===== config.mk =====
export PLATFORM = sky130hd
export DESIGN_NAME = pru_ram
export DESIGN_NICKNAME = d
export VERILOG_FILES = /design/src/rtl/pru_ram.sv
export SDC_FILE = /design/constraint.sdc
export NUM_CORES = 2
export LEC_CHECK = 0
export BUFFER_PORTS_ARGS = -buffer_cell sky130_fd_sc_hd__buf_2
export CELL_PAD_IN_SITES_DETAIL_PLACEMENT = 1
export CELL_PAD_IN_SITES_GLOBAL_PLACEMENT = 1
export CORE_UTILIZATION = 55
export CTS_CLUSTER_SIZE = 14
export DETAILED_ROUTE_END_ITERATION = 8
export PLACE_DENSITY = 0.77
export SYNTH_ARGS = -nofsm -noshare
export SYNTH_HDL_FRONTEND = slang
export SYNTH_SLANG_ARGS = --single-unit

===== constraint.sdc =====
create_clock -name clk -period 7.1 [get_ports clk]
set_input_delay 1.42 -clock clk [delete_from_list [all_inputs] [get_ports clk]]
set_output_delay 1.42 -clock clk [all_outputs]
set_load 0.1 [all_outputs]

===== src/rtl/pru_ram.sv =====
`timescale 1ns / 1ps
// ----------------------------------------------------------------------------
// pru_ram: generic simple dual-port ram
// one write port, one read port with registered data and read enable
// ----------------------------------------------------------------------------
module pru_ram #(
  parameter int WIDTH = 8,
  parameter int DEPTH = 256
) (
  input  logic                     clk,
  input  logic                     we,
  input  logic [$clog2(DEPTH)-1:0] waddr,
  input  logic [WIDTH-1:0]         wdata,
  input  logic                     re,
  input  logic [$clog2(DEPTH)-1:0] raddr,
  output logic [WIDTH-1:0]         rdata
);

  logic [WIDTH-1:0] mem [DEPTH];

  always_ff @(posedge clk) begin
    if (we) begin
      mem[waddr] <= wdata;
    end
    if (re) begin
      rdata <= mem[raddr];
    end
  end

endmodule


* Word-level counts from Yosys, hierarchy flattened
Memory sizes are Yosys's and may differ from the RTL's. A register that Yosys moved wholly into a read port is not among the register bits. Cells that the tools add are included.
Cells by class: multiplexer cells 2
Operator list (count):
- $mux W1 | 2
Storage, ports and cells: input port bits 27, memories 1, output and inout bits 8, bits in writable memories 2048, logic and storage cells 3, register bits 0
Memory list:
- mem | words 256, bits a word 8, read ports 1, clocked after Yosys merged registers in 1, write ports 1, line 19 | logic [WIDTH-1:0] mem [DEPTH];

* Depth between registers and ports, before layout
depth after elaboration 2, depth in mapped cells 11, mapped depth without buffers 6

* Worst setup path before layout
No wires, ideal clock.
path kind input port to flip-flop, from input raddr[0], to register rdata[2], read port of mem, data pin, data required time 6.831 ns, stages 9, setup slack 3.604 ns, data arrival time 3.227 ns, path through buf_6 -> buf_12 -> buf_8 -> buf_2 -> mux4_2 -> a22oi_1 -> a21oi_1 -> nor4_1 -> nor4_2
RTL lines:
- start: declaration | line 15 | input logic [$clog2(DEPTH)-1:0] raddr,
- end: declaration | line 16 | output logic [WIDTH-1:0] rdata

==> run metrics <==
critical path's largest stage delay 1.03 ns; WL/cell 36.5 um; Layout area overhead 10.4%; register area share after synthesis 0.775; Worst Path Required 7.63 ns; fin. max-slew vios 0; Placer Congestion 0.849; CTS Hold Buffers Added 0; syn_area_per_cell 21.3 um^2; cells along the critical path buf_8 > buf_12 > buf_12 > mux4_2 > a211oi_1 > nor3_1 > nor4_1 > nor4_2; count of different cell masters after synthesis 54; register bit count reported by yosys 2056; Crit. End Element register; outcome finished with violations; clock transition at the registers of the reported paths 0.06 ns; starting density of the core 0.554; clock root cell clkbuf_16; register share of total power 0.539; Worst IR Drop VDD 0.253 mV; Area after DPL 0.0817 mm^2; Final Net Count 3841; Synth Net Count 3760; DP HPWL 130000 um; H-tree levels 4; vias in the first global route 41700; CP max stage cell nor4_1; Post-synth top cells edfxtp_1, mux4_2, nor2_1; Port Buffer Count 34; I/O Pins 35; RSZ-0062 raised after global routing false; Synth area leaders edfxtp_1, mux4_2, mux2i_1; CP Buf/Inv Count 3; period utilization 0.648; CTS max path bufs 3; DRC Markers 4; final WL 215000 um; clk sinks 2056; hold_sp wdata[4]; Vias/cell 6.77; Post-Synth XOR/XNOR Area 0; crit path kind in2reg; share of cells above drive strength 1 0.215; part of the power in the clock network 0.410; top-count cell post-synth edfxtp_1; Post-synth top flop edfxtp_1; CORE AREA 0.144 mm^2; largest net degree at the start of global routing 201; cts repair resizes 0; share of the synthesized area in the top cell type 0.775; number of synthesis warnings 0; Die Area 0.146 mm^2; Reg-to-Reg End rdata[2]; Worst EP arrival 5.12 ns; Final min period 4.60 ns; largest family of logic cells by synthesized area multiplexers; Logic pwr share 0.050; multiplexer area fraction after synthesis 0.146; initial antenna violation count 11; antenna-violating nets left 0; switch share 0.220; Synth Area in Compound Gates 0.0342; TritonCTS Buffers 198; fmax 0.217 GHz; leakage 26.9 nW; Mapped Area 0.0796 mm^2; reg2reg start mem[86][2]; R2R Setup Slk 4.12 ns; TritonCTS clock tree yes; Mapped Cells 3733; Worst setup SP type primary input; clock latency on the worst-skew pair 0.83 ns; Min-Delay Path Depth 1; final global-route overflow total 0; vias 39800; Chip Width 383 um; Synth Area in Adders 0; first-pass GRT wire length 306000 um; final instance area 0.0879 mm^2; Hold Crit Class in2reg; Crit Path Max Fanout 56; setup TNS 0 ns; final hold viol count 0; most area-hungry cell type in the Yosys netlist edfxtp_1; FFs w/ async S/R, synth 0; drt initial violations 5244; Worst R2R Path Depth 5; Post-synth EDFFs 2056; DR pass1 iterations 7; NetSw 5.46 mW; pwr/cell area 283 mW/mm^2; Top delay family on crit path buffers and inverters; # Max-Cap Violations 0; # rows 139; Die Y 383 um; GRT Util Overall 0.297; Worst Hold End mem[71][4]; worst hold margin 1.04 ns; clk_skew 0.0327 ns; violated checks DRC; Synth Area in Simple Gates 0.0263; most frequent CP cell buf_12; Final setup violation count 0; Setup Buffers After CTS 0; max_slew headroom 0.125; Internal 19.4 mW; Slew @ Worst Pin 1.30 ns
-- kinds of logic (layout without fill, tap and decap cells) --
group / Yosys count / after routing
flops: 2056 / 2056
mux: 591 / 591
simple gates: 466 / 466
compound gates: 385 / 385
buf+inv: 235 / 480
other cells: 0 / 6
-- how the worst max path moves through the flow --
stage / from / to / slack [ns] / cells after the start
finish: raddr[0] / rdata[2] / 2.50 / 8
detailed placement: raddr[0] / rdata[2] / 1.66 / 8
floorplan: raddr[0] / rdata[2] / 3.60 / 9
global placement: raddr[0] / rdata[2] / 1.66 / 8
global route: raddr[0] / rdata[2] / 2.44 / 8
CTS: raddr[0] / rdata[2] / 2.50 / 8
-- power groups by stage --
stage	Clock, mW	Combinational [mW]	Sequential [mW]
2_1_floorplan	0	0.650	13.7
3_3_place_gp	0	1.19	13.7
3_5_place_dp	0	1.23	13.7
4_1_cts	10.2	1.24	13.4
5_1_grt	10.6	1.29	13.4
6_report	10.2	1.25	13.4
-- stage by stage --
stage          power [mW]   util  std cells  setup slack (ns)
5_1_grt              25.3  0.612       5882              2.44
3_5_place_dp         14.9  0.569       5517              1.66
2_1_floorplan        14.3      -       3733              3.60
3_3_place_gp         14.9  0.569       5517              1.66
6_report             24.9  0.612       5887              2.50
4_1_cts              24.9  0.612       5881              2.50
-- placed cells by master (no fill, tap or decap), types with 47 or more instances in the layout --
| cell type | count |
|---|---|
| clkinv_1 | 53 |
| a21oi_1 | 96 |
| clkbuf_1 | 47 |
| mux4_2 | 454 |
| mux2i_1 | 134 |
| clkbuf_16 | 200 |
| buf_4 | 62 |
| nor2_1 | 279 |
| a22oi_1 | 133 |
| edfxtp_1 | 2056 |
-- layer usage --
metal / routed length, um / share of wire / up-vias / track usage
met4: 8870 / 0.041 / 10 / 0.118
met2: 105000 / 0.49 / 2364 / 0.479
met1: 80400 / 0.37 / 21200 / 0.403
met5: 67 / 0.00031 / - / 0
li1: - / - / 15800 / -
met3: 20100 / 0.094 / 442 / 0.0558
-- cell type report --
| class | instances | area, um^2 |
|---|---|---|
| diodes | 6 | 15.0 |
| clock buffers | 247 | 5180 |
| clock inverters | 117 | 987 |
| fillers | 11800 | 55700 |
| inverters | 2 | 7.51 |
| multi-input cells | 1442 | 16500 |
| flip-flops and latches | 2056 | 61700 |
| well taps | 1903 | 2380 |
| repair buffers | 114 | 1110 |
-- state kept, by name, indices dropped and copies added, names as in the netlist --
name   cells
mem     2048
rdata      8
No activity file was read; power rests on OpenSTA's default activity.
